===== src/rtl/assert_macros.svh =====
// Assertion helpers used by lsh_emit.
`ifndef ASSERT_MACROS_SVH
`define ASSERT_MACROS_SVH

// Same-cycle implication, checked outside reset.
`define ASSERT_IMP(lbl, clk, rst_n, ante, cons, msg) \
	lbl: assert property (@(posedge clk) disable iff (!rst_n) (ante) |-> (cons)) else $error(msg);

// Next-cycle implication, checked outside reset.
`define ASSERT_NXT(lbl, clk, rst_n, ante, cons, msg) \
	lbl: assert property (@(posedge clk) disable iff (!rst_n) (ante) |=> (cons)) else $error(msg);

`endif


===== src/rtl/lsh_pkg.sv =====
package lsh_pkg;

	localparam int PIX_W     = 8;
	localparam int OUT_ROW_W = 12;
	localparam int OUT_COL_W = 10;
	localparam int CFG_IDX_W = 2;
	localparam int CFG_DAT_W = 13;

	localparam logic [CFG_IDX_W-1:0] REG_FRAME_WIDTH  = 2'd0;
	localparam logic [CFG_IDX_W-1:0] REG_FRAME_HEIGHT = 2'd1;
	localparam logic [CFG_IDX_W-1:0] REG_SHARPEN_GAIN = 2'd2;

	// One window column: top is two rows up, bot is the current row.
	typedef struct packed {
		logic [PIX_W-1:0] top;
		logic [PIX_W-1:0] mid;
		logic [PIX_W-1:0] bot;
	} lsh_col_t;

	// One line-buffer entry: the two rows above the current one.
	typedef struct packed {
		logic [PIX_W-1:0] prev2;
		logic [PIX_W-1:0] prev;
	} lsh_lines_t;

	// Results of one input. Bit order of mask / val:
	// 0: (row_hi, col_a), 1: (row_hi, col_b), 2: (row_lo, col_a), 3: (row_lo, col_b)
	typedef struct packed {
		logic [3:0]                mask;
		logic [3:0][PIX_W-1:0]     val;
		logic [OUT_ROW_W-1:0]      row_hi;
		logic [OUT_ROW_W-1:0]      row_lo;
		logic [OUT_COL_W-1:0]      col_a;
		logic [OUT_COL_W-1:0]      col_b;
	} lsh_item_t;

endpackage


===== src/rtl/lsh_col_cell.sv =====
module lsh_col_cell (
	input  logic             clk,
	input  logic             arst_n,
	input  logic             shift,
	input  lsh_pkg::lsh_col_t col_in,
	output lsh_pkg::lsh_col_t col_out
);
	import lsh_pkg::*;

	lsh_col_t col_q;

	always_ff @(posedge clk or negedge arst_n) begin
		if (!arst_n) begin
			col_q <= '0;
		end else if (shift) begin
			col_q <= col_in;
		end
	end

	assign col_out = col_q;

endmodule


===== config.mk =====
export PLATFORM = sky130hd
export DESIGN_NAME = lsh_col_cell
export DESIGN_NICKNAME = d
export VERILOG_FILES = /design/src/rtl/assert_macros.svh /design/src/rtl/lsh_pkg.sv /design/src/rtl/lsh_col_cell.sv
export SDC_FILE = /design/constraint.sdc
export NUM_CORES = 1
export LEC_CHECK = 0
export ABC_AREA = 0
export BUFFER_PORTS_ARGS = -buffer_cell sky130_fd_sc_hd__buf_4
export CAP_MARGIN = 20
export CORE_MARGIN = 4
export CORE_UTILIZATION = 25
export CTS_CLUSTER_DIAMETER = 30
export DETAILED_ROUTE_END_ITERATION = 8
export PLACE_DENSITY = 0.51
export REMOVE_ABC_BUFFERS = 1
export SLEW_MARGIN = 30
export SYNTH_ARGS = -nofsm -noshare
export SYNTH_HDL_FRONTEND = slang
export SYNTH_SLANG_ARGS = --single-unit

===== constraint.sdc =====
create_clock -name clk -period 0.9 [get_ports clk]
set_clock_uncertainty 0.05 [all_clocks]
set_input_delay 0.27 -clock clk [delete_from_list [all_inputs] [get_ports clk]]
set_output_delay 0.27 -clock clk [all_outputs]
set_load 0.02 [all_outputs]

== Yosys cells after proc, flatten, opt, wreduce, memory -nomap -nowiden ==
Index checks and enable logic that the tools add are counted.

* Input bits: 27
* Logic and storage cells: 3
* Output and inout bits: 24
* Register bits: 24

== Depth between registers and ports, before layout ==
* Word-level depth: 0
* Depth in mapped cells: 3
* Gate-level depth less buffers: 1

== Worst setup path before layout ==
Ideal clock, no wire load.

* Kind: input -> register
* Start point: input shift
* End point: register col_q (netlist bit col_out[0])
* Setup time: 0.125 ns
* Data arrival time: 0.809 ns
* Slack: -0.084 ns
* Path buffers: 2
* Data required time: 0.725 ns
* Stages: 3
* Cell sequence: buf_6 buf_12 mux2_4

{| class="wikitable"
|+ RTL lines
! element !! line !! text
|-
| start: declaration || lsh_col_cell.sv:4 || <nowiki>input logic shift,</nowiki>
|-
| end signal: assignment || lsh_col_cell.sv:16 || <nowiki>col_q <= col_in;</nowiki>
|-
| end: declaration || lsh_col_cell.sv:10 || <nowiki>lsh_col_t col_q;</nowiki>
|}

No word-level cell between the ends.

== Final worst setup path ==
* Start point: register col_q (netlist bit col_out[18])
* End point: output col_out[18] in the netlist's numbering

{| class="wikitable"
|+ RTL lines
! element !! line !! text
|-
| end: declaration || lsh_col_cell.sv:6 || <nowiki>output lsh_pkg::lsh_col_t col_out</nowiki>
|}

No word-level cell between the ends.

==> results.txt <==
* Outcome: finished with violations
- The checks that failed: setup timing.
- Post-synthesis instance area: between 900 and 1000 µm²
- The worst pin sits at a relative slew slack of 0.797.
- Clk Tree Root Cell: sky130_fd_sc_hd__clkbuf_8
* Count of buffer and inverter cells on the critical path: 1
- Internal Power: about 0.0023 W
- TritonCTS clock tree: built
* Antenna violations before repair: 0
* Total power density per cell area: about 1800 nW/µm²
- Derived from the worst setup path, the maximum achievable clock frequency is 0.886 GHz.
- Violation count after the first detailed-routing iteration: 10
* Worst-case vdd ir drop: 0.787 mV
- The share of the Yosys chip area taken by registers is 0.602.
* Syn avg cell area: a little under 20 µm²
- Yosys attributes the largest share of cell area to sky130_fd_sc_hd__dfrtp_1 60%, sky130_fd_sc_hd__mux2_4 30%, sky130_fd_sc_hd__mux2_2 4.5%.
- Summed over all layers, the global routing overflow is 0.
- Actual slew at the worst max-slew pin: 304 ps
- Number of input and output port buffers inserted: 50
- Number of H-tree levels: 1
- Across the run, the number of max-cap violations was 0.
- Critical path, cell by cell: buf_6
- At the later pin of the worst-skew pair, clock insertion delay measures between 200 and 300 ps.
- Compared with the post-synthesis result, the final layout area differs by 66.1%.
* Critical Path End Type: output port
- The routed layout has ~630 vias.
* Hold violation count in the final report: 0
- Of all nets on the critical path, the largest fanout is 2.
* Mean number of vias per cell: between 3 and 4
- Final setup margin: -229 ps
- Worst hold-check path type: primary input to flip-flop
* TritonCTS Buffers: 3
* Critical Path Start Type: flip-flop
* Final clock period utilization by the worst path: 1.25
- Overall track demand over capacity in global routing: 0.0844
- Kind of critical path: flip-flop to output port
* Via count of the first global-routing pass: between 700 and 800
* Part of the power in registers: 0.430
- The pre-antenna-repair detailed-routing pass consisted of 3 iterations.
- Crit path arrival time: 810 ps
- RD Place Congestion: between 0.7 and 0.8
* Deepest clock path buffer count: 2
* P_leak: between 0.8 and 0.9 nW
- Overall power consumption after layout is estimated at a little under 0.003 W.
* Antenna Violating Nets Remaining: 0
- In this run the standard cell core region covers between 3000 and 4000 µm².
* Floorplan die height: a little over 70 µm
* Share of final-layout standard cells stronger than drive strength 1: 0.777
- Count of filler cells inserted in the layout: about 360
- Clock period minus worst slack: ~1100 ps
- Broken down by cell family, the worst path's largest delay share belongs to flip-flops.
* Starting density of the core: 0.266
- The first global-routing pass estimated between 3 and 4 mm of wire.
- Clock Sinks: 24
- The analysis attributes to net switching a power of around 0.00069 W.
- Post-synthesis cell type with the largest combined area: sky130_fd_sc_hd__dfrtp_1
- Row generation in the floorplan step produced 22 rows.
* Power share of the combinational group: 0.259
- In this run, distinct cell masters in the synthesized netlist total 5.
* Instance count of the mapped netlist: 51
- After synthesis the netlist holds a flip-flop and latch count of 24.
* Overall die width: roughly 71 µm
- Fin util: 0.443
* Synth top area share: 0.602
- On the worst path, the slowest cell contributes a delay of a little over 400 ps.
- Setup repair after global routing could not meet its margin everywhere.
* Final wirelength: 2.10 mm
- Worst R2R Setup Slack: -50 ps
- Setup violations remaining at the end of the flow were counted as 31.
- During I/O placement, the number of pins put on the boundary was 51.
- Detailed placement finished with a half-perimeter wire length of approximately 1.5 mm.
- Net count, final: 140
* Required arrival time at the worst endpoint: roughly 580 ps
- Max FFs per register: 24
* Number of warnings printed during yosys synthesis: 0
- Sw frac: 0.234
* Cell at the slowest stage of the critical path: sky130_fd_sc_hd__dfrtp_1
- Clock Power Share: 0.311
- Clock-pin slew was measured on the worst setup and hold paths at ~80 ps.
- Antenna diodes: 0
- Largest net degree at the start of global routing: 25
* DRC viols: 0
* Slew Viols, Final: 0
- Area enclosed by the die boundary: ~5100 µm²
* Drt wl/cell: 13.1 µm
## cell usage after synthesis, drive strengths merged
master  instances
buf             3
dfrtp          24
mux2           24
## power by group through the flow
stage	Clock (W)	Combinational (W)	Sequential (W)
5_1_grt	0.000998	0.000809	0.00129
2_1_floorplan	0	0.000166	0.00140
4_1_cts	0.000961	0.000763	0.00127
3_5_place_dp	0	0.000652	0.00127
3_3_place_gp	0	0.000648	0.00127
6_report	0.000918	0.000766	0.00127
## per-layer routing
metal  track usage  share of wire  up-vias
met5             0              0        -
met2         0.150           0.53       25
met4        0.0188              0        0
li1              -              -      298
met1         0.100           0.40      311
met3        0.0241          0.070        0
## worst paths after layout
check | start | to | cells after the start
setup / recovery | col_out[18] | col_out[18] | 1
hold / removal | col_in[3] | col_out[3] | 2
setup reg to reg | col_out[6] | col_out[6] | 2
hold reg to reg | col_out[14] | col_out[14] | 1
max in group asynchronous | arst_n | col_out[8] | 2
min in group asynchronous | arst_n | col_out[3] | 2
## cell type report
cell class | instances | area [µm²] | area share
repair buffers | 60 | 579 | 0.350
clock inverters | 1 | 30.0 | 0.0181
well taps | 48 | 60.1 | 0.0363
multi-input cells | 24 | 345 | 0.208
flip-flops and latches | 24 | 601 | 0.363
clock buffers | 3 | 41.3 | 0.0249
## kinds of logic after synthesis
logic type,Yosys count,share of synthesized area
flops,24,0.602
mux,24,0.346
buf+inv,3,0.0514
## metrics by stage
step / worst slack (ps) / cells / instance area (µm²) / setup TNS (ps) / hold WS [ps]
floorplan: 15.3 / 48 / 946 / 0 / -75.6
global placement: -141 / 148 / 1420 / -2960 / 137
CTS: -244 / 159 / 1640 / -5770 / 176
global route: -267 / 160 / 1660 / -6450 / 173
finish: -229 / 160 / 1660 / -5480 / 185
detailed placement: -154 / 148 / 1420 / -3120 / 138
## layout by cell type (no fill, tap or decap)
cell type,synthesis,final
sky130_fd_sc_hd__buf_6,1,27
sky130_fd_sc_hd__mux2_4,20,20
sky130_fd_sc_hd__buf_12,2,2
sky130_fd_sc_hd__buf_4,0,30
sky130_fd_sc_hd__clkbuf_8,0,3
sky130_fd_sc_hd__dfrtp_1,24,24
sky130_fd_sc_hd__dlygate4sd3_1,0,1
sky130_fd_sc_hd__bufinv_16,0,1
sky130_fd_sc_hd__mux2_2,4,4
## repair_timing
action                     4_1_cts  5_1_grt
hold endpoints to repair        24        0
hold buffers                     1        0
setup endpoints to repair       24       30
resized for setup               24        3
buffers inserted                 6        4
Power figures use the tool's default switching activity.
