File: config.mk
export PLATFORM = sky130hd
export DESIGN_NAME = lsh_emit
export DESIGN_NICKNAME = d
export VERILOG_FILES = /design/src/rtl/lsh_pkg.sv /design/src/rtl/lsh_emit.sv
export VERILOG_INCLUDE_DIRS = /design/src /design/src/rtl
export SDC_FILE = /design/constraint.sdc
export NUM_CORES = 1
export LEC_CHECK = 0
export BUFFER_PORTS_ARGS = -buffer_cell sky130_fd_sc_hd__buf_4
export CAP_MARGIN = 20
export CORE_MARGIN = 2
export CORE_UTILIZATION = 46
export CTS_CLUSTER_DIAMETER = 80
export DETAILED_ROUTE_END_ITERATION = 16
export PLACE_DENSITY = 0.75
export SYNTH_ARGS = -nofsm -noshare
export SYNTH_HDL_FRONTEND = slang
export SYNTH_SLANG_ARGS = --single-unit
File: constraint.sdc
create_clock -name clk -period 5.1 [get_ports clk]
set_input_delay 0.51 -clock clk [delete_from_list [all_inputs] [get_ports clk]]
set_output_delay 0.51 -clock clk [all_outputs]
set_load 0.01 [all_outputs]
File: src/rtl/assert_macros.svh
// Assertion helpers used by lsh_emit.
`ifndef ASSERT_MACROS_SVH
`define ASSERT_MACROS_SVH

// Same-cycle implication, checked outside reset.
`define ASSERT_IMP(lbl, clk, rst_n, ante, cons, msg) \
	lbl: assert property (@(posedge clk) disable iff (!rst_n) (ante) |-> (cons)) else $error(msg);

// Next-cycle implication, checked outside reset.
`define ASSERT_NXT(lbl, clk, rst_n, ante, cons, msg) \
	lbl: assert property (@(posedge clk) disable iff (!rst_n) (ante) |=> (cons)) else $error(msg);

`endif

File: src/rtl/lsh_pkg.sv
package lsh_pkg;

	localparam int PIX_W     = 8;
	localparam int OUT_ROW_W = 12;
	localparam int OUT_COL_W = 10;
	localparam int CFG_IDX_W = 2;
	localparam int CFG_DAT_W = 13;

	localparam logic [CFG_IDX_W-1:0] REG_FRAME_WIDTH  = 2'd0;
	localparam logic [CFG_IDX_W-1:0] REG_FRAME_HEIGHT = 2'd1;
	localparam logic [CFG_IDX_W-1:0] REG_SHARPEN_GAIN = 2'd2;

	// One window column: top is two rows up, bot is the current row.
	typedef struct packed {
		logic [PIX_W-1:0] top;
		logic [PIX_W-1:0] mid;
		logic [PIX_W-1:0] bot;
	} lsh_col_t;

	// One line-buffer entry: the two rows above the current one.
	typedef struct packed {
		logic [PIX_W-1:0] prev2;
		logic [PIX_W-1:0] prev;
	} lsh_lines_t;

	// Results of one input. Bit order of mask / val:
	// 0: (row_hi, col_a), 1: (row_hi, col_b), 2: (row_lo, col_a), 3: (row_lo, col_b)
	typedef struct packed {
		logic [3:0]                mask;
		logic [3:0][PIX_W-1:0]     val;
		logic [OUT_ROW_W-1:0]      row_hi;
		logic [OUT_ROW_W-1:0]      row_lo;
		logic [OUT_COL_W-1:0]      col_a;
		logic [OUT_COL_W-1:0]      col_b;
	} lsh_item_t;

endpackage

File: src/rtl/lsh_emit.sv
`include "assert_macros.svh"

module lsh_emit (
	input  logic               clk,
	input  logic               arst_n,
	input  logic               item_valid,
	output logic               item_ready,
	input  lsh_pkg::lsh_item_t item,
	output logic               m_tvalid,
	input  logic               m_tready,
	output logic [31:0]        m_tdata,  // [7:0] pixel_out, [19:8] out_row, [29:20] out_col
	output logic               m_tlast   // run_last
);
	import lsh_pkg::*;

	logic [3:0]           mask_q;
	lsh_item_t            item_q;
	logic                 m_tvalid_q;
	logic [31:0]          tdata_q;
	logic                 last_q;

	logic [3:0]           sel;
	logic [3:0]           nxt_mask;
	logic                 emit;
	logic [PIX_W-1:0]     sel_val;
	logic [OUT_ROW_W-1:0] sel_row;
	logic [OUT_COL_W-1:0] sel_col;

	assign sel        = mask_q & (~mask_q + 4'd1);
	assign nxt_mask   = mask_q & ~sel;
	assign emit       = (mask_q != 4'd0) && (!m_tvalid_q || m_tready);
	assign item_ready = (mask_q == 4'd0) || (emit && (nxt_mask == 4'd0));

	always_comb begin
		case (sel)
			4'b0010: begin
				sel_val = item_q.val[1];
				sel_row = item_q.row_hi;
				sel_col = item_q.col_b;
			end
			4'b0100: begin
				sel_val = item_q.val[2];
				sel_row = item_q.row_lo;
				sel_col = item_q.col_a;
			end
			4'b1000: begin
				sel_val = item_q.val[3];
				sel_row = item_q.row_lo;
				sel_col = item_q.col_b;
			end
			default: begin
				sel_val = item_q.val[0];
				sel_row = item_q.row_hi;
				sel_col = item_q.col_a;
			end
		endcase
	end

	always_ff @(posedge clk or negedge arst_n) begin
		if (!arst_n) begin
			mask_q     <= '0;
			m_tvalid_q <= 1'b0;
		end else begin
			if (item_valid && item_ready) begin
				mask_q <= item.mask;
			end else if (emit) begin
				mask_q <= nxt_mask;
			end
			if (emit) begin
				m_tvalid_q <= 1'b1;
			end else if (m_tready) begin
				m_tvalid_q <= 1'b0;
			end
		end
	end

	always_ff @(posedge clk) begin
		if (item_valid && item_ready) begin
			item_q <= item;
		end
		if (emit) begin
			tdata_q <= {2'b00, sel_col, sel_row, sel_val};
			last_q  <= (nxt_mask == 4'd0);
		end
	end

	assign m_tvalid = m_tvalid_q;
	assign m_tdata  = tdata_q;
	assign m_tlast  = last_q;

	// a result that is not the last of its input leaves the rest pending
	`ASSERT_IMP(a_rest_pending, clk, arst_n, m_tvalid_q && !last_q, mask_q != 4'd0, "non-last result with nothing left")
	// pending work with a free output register never idles
	`ASSERT_NXT(a_no_bubble, clk, arst_n, (mask_q != 4'd0) && !m_tvalid_q, m_tvalid_q, "pending result not moved out")
	// each step of a multi-result input retires exactly one result
	`ASSERT_NXT(a_one_per_step, clk, arst_n, emit && !$onehot(mask_q), $countones(mask_q) == $countones($past(mask_q)) - 1, "result count did not drop by one")

endmodule

# After elaboration in Yosys (flattened, before gate mapping)

Index checks and enable logic that the tools add are counted.
W data, S select, Z words.

RAM bits: 0
Word-level logic and storage cells: 40
Bits in latches: 0
Register bits after elaboration: 112
Output and inout bits: 35
Memories kept: 0
ROM bits: 0
Bits of input ports: 84

Eq/ne operators: 3
Bitwise gates (word level): 4
Shift-type cells: 0
Multiplexer cells: 7
$mul: 0
Reductions and logical operators: 13
$add $sub $neg: 1
Div/mod/pow operators: 0
Magnitude comparators: 0

Operator list:

| operator              | number |
|---|---|
| $pmux W8 S3           | 1 |
| $mux W12              | 1 |
| $mux W10              | 1 |
| $and A4 B4 Y4         | 2 |
| $logic_not A4 Y1      | 2 |
| $mux W4               | 2 |
| $not A4 Y4            | 2 |
| $add A4 B1 Y4 const B | 1 |
| $eq A4 B2 Y1 const B  | 1 |
| $eq A4 B3 Y1 const B  | 1 |
| $eq A4 B4 Y1 const B  | 1 |
| $reduce_bool A2 Y1    | 2 |
| $reduce_bool A4 Y1    | 1 |
| $reduce_or A2 Y1      | 2 |
| $logic_and A1 B1 Y1   | 3 |
| $logic_or A1 B1 Y1    | 2 |
| $mux W1               | 2 |
| $logic_not A1 Y1      | 1 |

# Depth between registers and ports, before layout

Gate-level depths: netlist (run 1).

Depth after elaboration: 10
Gate-level depth with buffers: 6
Mapped depth without buffers: 5

# Least setup slack after synthesis (run 1)

No wires, ideal clock.

Path kind: reg-to-reg
Start: register m_tvalid_q, in the netlist m_tvalid
End: register item_q[0] (netlist name) (enable)
Path slack: 321 ps
Path buffers: 0
Setup time: 510 ps
Stages on the path, launching flop included: 5
Arrival time: 4268 ps
Cell sequence: dfrtp_1 nor2b_4 maj3_2 o21ba_4 nor2_1

Cells in the longest elaborated chain, start to end: 6

RTL lines:

| item                   | line           | RTL |
|---|---|---|
| start, declared        | lsh_emit.sv:18 | `logic m_tvalid_q;` |
| start signal, assigned | lsh_emit.sv:62 | `m_tvalid_q <= 1'b0;` |
| start signal, assigned | lsh_emit.sv:70 | `m_tvalid_q <= 1'b1;` |
| start signal, assigned | lsh_emit.sv:72 | `m_tvalid_q <= 1'b0;` |
| $logic_not A1 Y1       | lsh_emit.sv:31 | `assign emit = (mask_q != 4'd0) && (!m_tvalid_q \|\| m_tready);` |
| $logic_or A1 B1 Y1     | lsh_emit.sv:31 |  |
| $logic_and A1 B1 Y1    | lsh_emit.sv:31 |  |
| $logic_and A1 B1 Y1    | lsh_emit.sv:32 | `assign item_ready = (mask_q == 4'd0) \|\| (emit && (nxt_mask == 4'd0));` |
| $logic_or A1 B1 Y1     | lsh_emit.sv:32 |  |
| $logic_and A1 B1 Y1    | lsh_emit.sv:78 | `if (item_valid && item_ready) begin` |
| end signal, assigned   | lsh_emit.sv:79 | `item_q <= item;` |
| end, declared          | lsh_emit.sv:17 | `lsh_item_t item_q;` |

Every way passes these cells.
A chain may end at the register's enable or synchronous reset.

# Final worst setup path (run 1)

Start: register mask_q[1]
End: register item_q[6] (netlist name) (enable)

Cells in the longest elaborated chain, start to end: 9
Elaborated cells on any way between the ends: 12
Classes of those cells: add/sub (1); bitwise (4); reduce/logical (7)

RTL lines:

| item                    | line           | RTL |
|---|---|---|
| start, declared         | lsh_emit.sv:16 | `logic [3:0] mask_q;` |
| start signal, assigned  | lsh_emit.sv:65 | `mask_q <= item.mask;` |
| start signal, assigned  | lsh_emit.sv:67 | `mask_q <= nxt_mask;` |
| $not A4 Y4              | lsh_emit.sv:29 | `assign sel = mask_q & (~mask_q + 4'd1);` |
| $add A4 B1 Y4           | lsh_emit.sv:29 |  |
| $and A4 B4 Y4           | lsh_emit.sv:29 |  |
| $not A4 Y4              | lsh_emit.sv:30 | `assign nxt_mask = mask_q & ~sel;` |
| $and A4 B4 Y4           | lsh_emit.sv:30 |  |
| $logic_not A4 Y1        | lsh_emit.sv:32 |  |
| $logic_and A1 B1 Y1     | lsh_emit.sv:32 |  |
| $logic_or A1 B1 Y1 (*)  | lsh_emit.sv:32 |  |
| $logic_and A1 B1 Y1 (*) | lsh_emit.sv:78 |  |

Every way passes the cells marked *; elsewhere a longest branch is shown, timed or not.

==> results of run 1 <==
## worst register-to-register path, cell delays in order, from the launching register on
cell and delay [ns]:
dfrtp_1 0.70, or2_2 0.46, o21ba_4 0.26, nor2_4 0.33, buf_4 0.44
## cells by family after synthesis
family | after synthesis
AOI/OAI and AO/OA | 43
adders and majority gates | 1
buffers and inverters | 17
DFF | 112
muxes | 22
other | 1
and+or+nand+nor | 16
## layout make-up
cell class / count / area (sq um) / area share (%)
clock inverter: 6 / 51.30 / 0.9611
inverter: 7 / 28.78 / 0.5391
timing repair buffer: 120 / 923.4 / 17.30
multi-input combinational: 84 / 733.2 / 13.74
sequential: 112 / 3338 / 62.54
clock buffer: 10 / 127.6 / 2.391
tap: 108 / 135.1 / 2.532
## power breakdown
group / leakage, nW / internal (mW) / total [mW] / switching (mW)
clock: 0.0936 / 0.187 / 0.482 / 0.295
sequential: 1.07 / 1.47 / 1.62 / 0.153
combinational: 0.881 / 0.519 / 1.06 / 0.540
total: 2.05 / 2.17 / 3.16 / 0.987
## worst paths after layout
check / startpoint / endpoint / slack [ns] / depth (start not counted)
max in group asynchronous: arst_n / mask_q[3]$_DFFE_PN0P_ / 4.52 / 2
min reg2reg: item_q[36]$_DFFE_PP_ / m_tdata[12]$_DFFE_PP_ / 0.54 / 1
min in group asynchronous: arst_n / m_tvalid$_DFFE_PN0P_ / 0.48 / 2
min: item[33] / item_q[33]$_DFFE_PP_ / 0.31 / 1
max reg2reg: mask_q[1]$_DFFE_PN0P_ / item_q[6]$_DFFE_PP_ / 2.55 / 4
max: mask_q[1]$_DFFE_PN0P_ / item_q[6]$_DFFE_PP_ / 2.55 / 4
## sequential cells by signal, summed over array words and instances (netlist names)
| signal | flops |
|---|---|
| m_tdata | 30 |
| mask_q | 4 |
| m_tvalid | 1 |
| item_q | 76 |
| m_tlast | 1 |
## routing by layer
metal  track usage (%)  routed length [microns]  vias to the layer above
li1                  -                        -                     1072
met1             19.68                     3168                     1058
met2             23.49                     3444                       83
met3             4.113                      437                       12
met4             6.639                      114                        0
met5                 0                        0                        -
## per-stage QoR
| stage | utilization, % | setup WS (ns) | area (sq um) | std cells | hold WS [ns] |
|---|---|---|---|---|---|
| 2_1_floorplan | - | 0.3211 | 4149 | 213 | 0.2144 |
| 3_3_place_gp | 58.72 | 2.674 | 5121 | 429 | 0.3152 |
| 3_5_place_dp | 58.72 | 2.536 | 5121 | 429 | 0.3173 |
| 4_1_cts | 60.89 | 2.504 | 5310 | 446 | 0.2946 |
| 5_1_grt | 61.21 | 2.363 | 5338 | 447 | 0.2849 |
| 6_report | 61.21 | 2.547 | 5338 | 447 | 0.3132 |
## layout by cell type, fill, tap and decap left out, types with 2 or more instances in the layout
cell	n
a32o_1	2
nor2b_4	2
nand2b_1	2
o21ai_1	2
nor2_1	5
a21oi_1	8
clkbuf_8	9
inv_1	6
dfrtp_1	5
o22ai_1	7
mux2_2	2
mux2_4	10
buf_4	118
o21ai_0	9
mux2_1	10
edfxtp_1	107
conb_1	2
o21a_1	7
nand3_1	2
inv_6	3
==> results.sh, run 1 <==
export IMPL_status="finished clean"
export IMPL_post_cts_buffers=0
export IMPL_grt_start_max_net_pins=33
export IMPL_ys_ff_latch=112
export IMPL_yosys_area_top_type_share_pct=77.51
export IMPL_antennaDiodeCount=0
export IMPL_max_cap_violations=0
export IMPL_synth_common_cells="107 x edfxtp_1, 10 x mux2_1, 10 x mux2_4"
export IMPL_ant_nets=0
export IMPL_grt_use_total_pct=14.97
export IMPL_die_h_microns=98.93
export IMPL_power_mw=3.162
export IMPL_grt_overflow=0
export IMPL_synthAdderAreaFrac_pct=0.2717
export IMPL_routabilityCongestion=0.7634
export IMPL_final_min_clock_period_ns=2.553
export IMPL_hold_buffers=1
export IMPL_grt_setup_unrepaired="no"
export IMPL_slew_headroom_pct=34.40
export IMPL_hp_class="in2reg"
export IMPL_grt_pass1_vias=2263
export IMPL_crit_path_top_delay_cell="dfrtp_1"
export IMPL_drc=0
export IMPL_rows=34
export IMPL_p_per_area_nw_per_um2=592.3
export IMPL_place_hpwl_microns=5022
export IMPL_synth_top_family_by_area="compound AO/OA/AOI/OAI gates"
export IMPL_cts_num_sinks=112
export IMPL_final_max_slew_viol_count=0
export IMPL_cts_made_buffers=9
export IMPL_start_util_pct=47.53
export IMPL_die_area_sq_um=9787
export IMPL_endpoint_kind="register"
export IMPL_synthSimpleGateAreaFrac_pct=2.415
export IMPL_fin_tns_setup_ns=0
export IMPL_worstPathMaxFanout=32
export IMPL_clkLatencyLatePin_ns=0.36
export IMPL_hold_viol=0
export IMPL_cts_tree="done"
export IMPL_final_nets=418
export IMPL_path_buf_inv=1
export IMPL_clock_skew_ns=0.01393
export IMPL_ys_warn_count=0
export IMPL_yosysMostFrequentCell="edfxtp_1"
export IMPL_num_vias=2225
export IMPL_core_sq_um=8721
export IMPL_wire_per_inst_microns=16.03
export IMPL_ctsResizeCount=0
export IMPL_io_buffers=116
export IMPL_async_reset_ff_share_pct=4.464
export IMPL_clock_fmax_mhz=391.6
export IMPL_clk_pin_slew_ns=0.11
export IMPL_drtIter0Drc=72
export IMPL_syn_area_per_cell_sq_um=19.55
export IMPL_crit_type="reg2reg"
export IMPL_vdd_drop_max_v=0.0002639
export IMPL_synth_compound_area_share_pct=7.486
export IMPL_drtPass1Iterations=4
export IMPL_routed_wl_microns=7165
export IMPL_clock_path_buffers=2
export IMPL_cts_root_buf="clkbuf_8"
export IMPL_io_pins=119
export IMPL_finalCritPeriodShare_pct=50.07
export IMPL_crit_family="simple AND/OR/NAND/NOR gates"
export IMPL_worst_setup_path_start_kind="register"
export IMPL_vias_per_cell=4.978
export IMPL_cts_max_level=3
export IMPL_drive_above_1_share_pct=47.20
export IMPL_die_x_microns=98.93
export IMPL_finalSetupViolations=0
export IMPL_cp_required_ns=5.12
export IMPL_synth_xor_area_share_pct=0
export IMPL_path_cells="or2_2 -> o21ba_4 -> nor2_4 -> buf_4"
export IMPL_synth_main_ff_cell="edfxtp_1"
export IMPL_area_growth_pct=28.77
export IMPL_leakage_nw=2.049
export IMPL_worst_path_largest_cell_delay_ns=0.70
export IMPL_synth_edff_count=107
export IMPL_synth_area_sq_um=4145
export IMPL_synth_top_cell_by_area="edfxtp_1"
export IMPL_n_fill_cell=623
export IMPL_grt_pass1_wl_microns=11050
export IMPL_muxShareOfSynthArea_pct=6.882
export IMPL_syn_inst=212
export IMPL_crit_arrival_ns=2.57
export IMPL_synth_area_leaders="edfxtp_1 78%, mux2_4 3.6%, dfrtp_1 3.0%, mux2_1 2.7%, o21a_1 1.3%"
export IMPL_antenna_found_initial=0
export IMPL_seq_area_frac_synth_pct=80.53
export IMPL_tightest_slew_ns=0.9786
export IMPL_synth_cell_type_count=34
Power figures use the tool's default switching activity.
==> run 2, diff against run 1 <==
--- a/config.mk
+++ b/config.mk
@@ -9,10 +9,10 @@
 export BUFFER_PORTS_ARGS = -buffer_cell sky130_fd_sc_hd__buf_4
 export CAP_MARGIN = 20
 export CORE_MARGIN = 2
-export CORE_UTILIZATION = 46
+export CORE_UTILIZATION = 51
 export CTS_CLUSTER_DIAMETER = 80
 export DETAILED_ROUTE_END_ITERATION = 16
-export PLACE_DENSITY = 0.75
+export PLACE_DENSITY = 0.79
 export SYNTH_ARGS = -nofsm -noshare
 export SYNTH_HDL_FRONTEND = slang
 export SYNTH_SLANG_ARGS = --single-unit
==> constraint.sdc (replaced) <==
create_clock -name clk -period 2.6 [get_ports clk]
set_input_delay 0.26 -clock clk [delete_from_list [all_inputs] [get_ports clk]]
set_output_delay 0.26 -clock clk [all_outputs]
set_load 0.01 [all_outputs]
==> results.sh, run 2 (synthesis gave the netlist of run 1 again) <==
export IMPL_worstPathMaxFanout=18
export IMPL_drtPass1Iterations=4
export IMPL_endpoint_kind="output pin"
export IMPL_fin_tns_setup_ns=0
export IMPL_routed_wl_microns=7465
export IMPL_cts_max_level=3
export IMPL_slew_headroom_pct=58.08
export IMPL_r2r_start="mask_q[0]$_DFFE_PN0P_"
export IMPL_n_fill_cell=528
export IMPL_clkLatencyLatePin_ns=0.35
export IMPL_place_hpwl_microns=5262
export IMPL_die_h_microns=94.16
export IMPL_hold_viol=0
export IMPL_crit_family="compound AO/OA/AOI/OAI gates"
export IMPL_drc=0
export IMPL_hold_buffers=1
export IMPL_rows=32
export IMPL_grt_overflow=0
export IMPL_hold_depth=1
export IMPL_vdd_drop_max_v=0.0005548
export IMPL_start_util_pct=53.09
export IMPL_cts_num_sinks=112
export IMPL_die_x_microns=94.16
export IMPL_cts_tree="done"
export IMPL_routabilityCongestion=0.7709
export IMPL_antennaDiodeCount=0
export IMPL_final_min_clock_period_ns=2.084
export IMPL_post_cts_buffers=0
export IMPL_largest_register="item_q"
export IMPL_grt_use_total_pct=17.02
export IMPL_finalCritPeriodShare_pct=80.15
export IMPL_grt_setup_unrepaired="no"
export IMPL_fin_util_pct=68.57
export IMPL_die_area_sq_um=8865
export IMPL_clk_pin_slew_ns=0.10
export IMPL_final_nets=420
export IMPL_num_vias=2264
export IMPL_crit_path_top_delay_cell="dfrtp_1"
export IMPL_largest_reg_flops=76
export IMPL_reg2reg_depth=4
export IMPL_ctsResizeCount=0
export IMPL_wire_per_inst_microns=16.85
export IMPL_tightest_slew_ns=0.6288
export IMPL_io_pins=119
export IMPL_core_sq_um=7807
export IMPL_vias_per_cell=5.111
export IMPL_p_per_area_nw_per_um2=1171
export IMPL_drive_above_1_share_pct=46.92
export IMPL_finalSetupViolations=0
export IMPL_leakage_nw=2.057
export IMPL_grt_pass1_vias=2222
export IMPL_worst_path_largest_cell_delay_ns=0.61
export IMPL_layout_common_cells="119 x buf_4, 107 x edfxtp_1, 10 x mux2_1, 10 x mux2_4"
export IMPL_cts_root_buf="clkbuf_8"
export IMPL_clock_path_buffers=2
export IMPL_crit_arrival_ns=1.82
export IMPL_rr_endpoint="item_q[42]$_DFFE_PP_"
export IMPL_final_max_slew_viol_count=0
export IMPL_clock_fmax_mhz=479.9
export IMPL_status="finished clean"
export IMPL_regArea_sq_um=3338
export IMPL_path_buf_inv=2
export IMPL_ant_nets=0
export IMPL_cp_required_ns=2.34
export IMPL_cts_made_buffers=9
export IMPL_hp_class="in2reg"
export IMPL_antenna_found_initial=0
export IMPL_holdCritStartpoint="item[15]"
export IMPL_area_growth_pct=29.16
export IMPL_grt_start_max_net_pins=53
export IMPL_path_cells="a2111oi_2 -> o21ba_4 -> inv_4 -> buf_4"
export IMPL_worst_setup_path_start_kind="register"
export IMPL_grt_pass1_wl_microns=10980
export IMPL_drtIter0Drc=108
export IMPL_hold_end="item_q[15]$_DFFE_PP_"
export IMPL_clock_skew_ns=0.007795
export IMPL_crit_type="reg2out"
export IMPL_r2r_setup_slack_ns=0.54
export IMPL_multi_input_area_sq_um=733.2
export IMPL_max_cap_violations=0
export IMPL_final_common_cell="buf_4"
export IMPL_io_buffers=116
[run 2: cell count changes in the layout (fill, tap and decap cells not counted), sizes merged]
| cell | before | now |
|---|---|---|
| inv | 11 | 7 |
| buf | 119 | 121 |
| clkbuf | 10 | 12 |
| bufinv | 0 | 1 |
| clkinvlp | 0 | 1 |
[run 2: worst max-delay path by stage]
stage	from	endpoint	slack, ns	cells past startpoint
finish	mask_q[0]$_DFFE_PN0P_	item_ready	0.52	4
detailed placement	mask_q[0]$_DFFE_PN0P_	item_q[37]$_DFFE_PP_	0.55	4
global placement	mask_q[0]$_DFFE_PN0P_	item_q[38]$_DFFE_PP_	0.65	4
CTS	mask_q[0]$_DFFE_PN0P_	item_ready	0.51	4
global route	mask_q[0]$_DFFE_PN0P_	item_ready	0.44	4
floorplan	m_tvalid$_DFFE_PN0P_	item_q[0]$_DFFE_PP_	-0.03	4
[run 2: through the flow]
stage	instances	cell area [sq um]	hold WS (ns)	setup slack [ns]	total power [mW]
after floorplan	213	4160	-0.03559	-0.03273	4.477
after global placement	426	5161	0.06659	0.6454	5.277
after detailed placement	426	5161	0.07428	0.5509	5.376
after CTS	443	5354	0.05689	0.5095	6.347
after global routing	443	5354	0.05353	0.4442	6.606
final	443	5354	0.07290	0.5160	6.271
[run 2: area by class of cell]
class,instances,share of cell area (%)
Clock inverter,4,0.8881
Multi-Input combinational cell,84,13.69
Inverter,7,0.5375
Tap cell,102,2.384
Clock buffer,12,2.524
Timing Repair Buffer,122,17.62
Sequential cell,112,62.35
[run 2: where the power goes]
group | switching [mW] | internal [mW] | leakage, nW
Combinational | 1.11 | 1.05 | 0.892
Sequential | 0.271 | 2.88 | 1.07
Clock | 0.523 | 0.444 | 0.0904
[run 2: routing by layer]
layer / GRT usage, % / share of wire [%]
met1: 22.58 / 41
met2: 28.45 / 50
met3: 2.970 / 7.0
met4: 6.159 / 1.3
met5: 0 / 0
==> run 3, diff against run 2 <==
==> constraint.sdc (replaced) <==
create_clock -name clk -period 2 [get_ports clk]
set_input_delay 0.2 -clock clk [delete_from_list [all_inputs] [get_ports clk]]
set_output_delay 0.2 -clock clk [all_outputs]
set_load 0.01 [all_outputs]
==> results.sh, run 3 (synthesis gave the netlist of run 1 again) <==
export IMPL_status="finished clean"
export IMPL_worst_setup_path_start_kind="register"
export IMPL_clkLatencyLatePin_ns=0.36
export IMPL_grt_use_total_pct=18.29
export IMPL_start_util_pct=53.09
export IMPL_fin_cells=494
export IMPL_rr_endpoint="item_q[36]$_DFFE_PP_"
export IMPL_clk_pin_slew_ns=0.10
export IMPL_io_buffers=116
export IMPL_core_sq_um=7807
export IMPL_leakage_nw=2.264
export IMPL_layout_common_cells="124 x buf_4, 107 x edfxtp_1, 48 x dlygate4sd3_1"
export IMPL_endpoint_kind="register"
export IMPL_drtPass1Iterations=5
export IMPL_io_pins=119
export IMPL_finalSetupViolations=0
export IMPL_placed_area_sq_um=5179
export IMPL_crit_type="reg2reg"
export IMPL_drc=0
export IMPL_slew_headroom_pct=66.11
export IMPL_routabilityCongestion=0.7676
export IMPL_finalCritPeriodShare_pct=93.68
export IMPL_r2r_setup_slack_ns=0.13
export IMPL_place_hpwl_microns=5209
export IMPL_grt_start_max_net_pins=53
export IMPL_cts_tree="done"
export IMPL_cp_required_ns=2.04
export IMPL_max_cap_violations=0
export IMPL_antenna_found_initial=0
export IMPL_tightest_slew_ns=0.5065
export IMPL_wire_per_inst_microns=16.49
export IMPL_clock_skew_ns=0.007128
export IMPL_largest_register="item_q"
export IMPL_hold_slack_ns=0.01081
export IMPL_n_fill_cell=490
export IMPL_die_h_microns=94.16
export IMPL_vdd_drop_max_v=0.0006199
export IMPL_drive_above_1_share_pct=42.35
export IMPL_antennaDiodeCount=0
export IMPL_grt_pass1_vias=2524
export IMPL_grt_setup_unrepaired="no"
export IMPL_vias_per_cell=4.945
export IMPL_clock_fmax_mhz=533.7
export IMPL_hp_class="in2reg"
export IMPL_r2r_start="m_tvalid$_DFFE_PN0P_"
export IMPL_placed_cells=430
export IMPL_largest_reg_flops=76
export IMPL_grt_pass1_wl_microns=11840
export IMPL_holdCritStartpoint="item[67]"
export IMPL_routed_wl_microns=8144
export IMPL_hold_depth=1
export IMPL_final_common_cell="buf_4"
export IMPL_area_growth_pct=40.78
export IMPL_cts_root_buf="clkbuf_8"
export IMPL_die_x_microns=94.16
export IMPL_reg2reg_depth=5
export IMPL_final_max_slew_viol_count=0
export IMPL_fin_util_pct=74.74
export IMPL_p_per_area_nw_per_um2=1404
export IMPL_rows=32
export IMPL_clock_path_buffers=2
export IMPL_ctsResizeCount=0
export IMPL_die_area_sq_um=8865
export IMPL_num_vias=2443
export IMPL_hold_end="item_q[67]$_DFFE_PP_"
export IMPL_ant_nets=0
export IMPL_cts_max_level=3
export IMPL_grt_overflow=0
export IMPL_hold_viol=0
export IMPL_crit_arrival_ns=1.92
export IMPL_cts_num_sinks=112
export IMPL_worstPathMaxFanout=24
export IMPL_final_min_clock_period_ns=1.874
export IMPL_design_area_sq_um=5836
export IMPL_cts_made_buffers=9
export IMPL_final_nets=471
export IMPL_drtIter0Drc=98
==> run 3: cell type report <==
cell class	instances	area, sq um	share of cell area, %
flip-flops and latches	112	3338	57.20
repair buffers	173	1431	24.53
multi-input cells	84	733.2	12.56
well taps	102	127.6	2.187
clock buffers	9	123.9	2.123
clock inverters	7	52.55	0.9005
inverters	7	28.78	0.4931
==> run 3: critical path, stage by stage, from the launching register on <==
cell	delay (ns)
dfrtp_1	0.40
nor2b_4	0.16
maj3_2	0.32
o21ba_4	0.23
nor2_4	0.12
buf_4	0.32
==> run 3: worst max-delay path by stage <==
stage                          from              endpoint  slack, ns  cells after the start
6_report       m_tvalid$_DFFE_PN0P_  item_q[36]$_DFFE_PP_       0.13                      5
5_1_grt        m_tvalid$_DFFE_PN0P_  item_q[36]$_DFFE_PP_       0.05                      5
4_1_cts        m_tvalid$_DFFE_PN0P_  item_q[28]$_DFFE_PP_       0.12                      5
3_5_place_dp   m_tvalid$_DFFE_PN0P_  item_q[25]$_DFFE_PP_       0.12                      5
3_3_place_gp   m_tvalid$_DFFE_PN0P_  item_q[37]$_DFFE_PP_       0.18                      5
2_1_floorplan  m_tvalid$_DFFE_PN0P_   item_q[0]$_DFFE_PP_      -0.63                      4
==> run 3: report_power, final <==
part / switching [mW] / internal [mW] / total, mW
registers: 0.282 / 3.74 / 4.02
logic: 1.51 / 1.44 / 2.95
clock network: 0.749 / 0.465 / 1.21
==> run 3: layer usage <==
metal  wire (microns)  vias up  GRT usage (%)
met4              164        0          7.488
met3              506       16          4.254
met5                0        -              0
met1             3183     1159          22.19
met2             4290       99          31.55
li1                 -     1169              -
==> run 3: stage by stage <==
| step | power [mW] | worst slack (ns) | setup TNS (ns) |
|---|---|---|---|
| finish | 8.191 | 0.1263 | 0 |
| global route | 8.645 | 0.04601 | 0 |
| CTS | 8.252 | 0.1196 | 0 |
| detailed placement | 7.002 | 0.1246 | 0 |
| global placement | 6.897 | 0.1759 | 0 |
| floorplan | 5.820 | -0.6327 | -51.13 |
==> run 3: what timing repair did <==
item / 4_1_cts / 5_1_grt
endpoints found under the hold margin: 39 / 13
buffers inserted: 0 / 0
hold buffers: 35 / 13
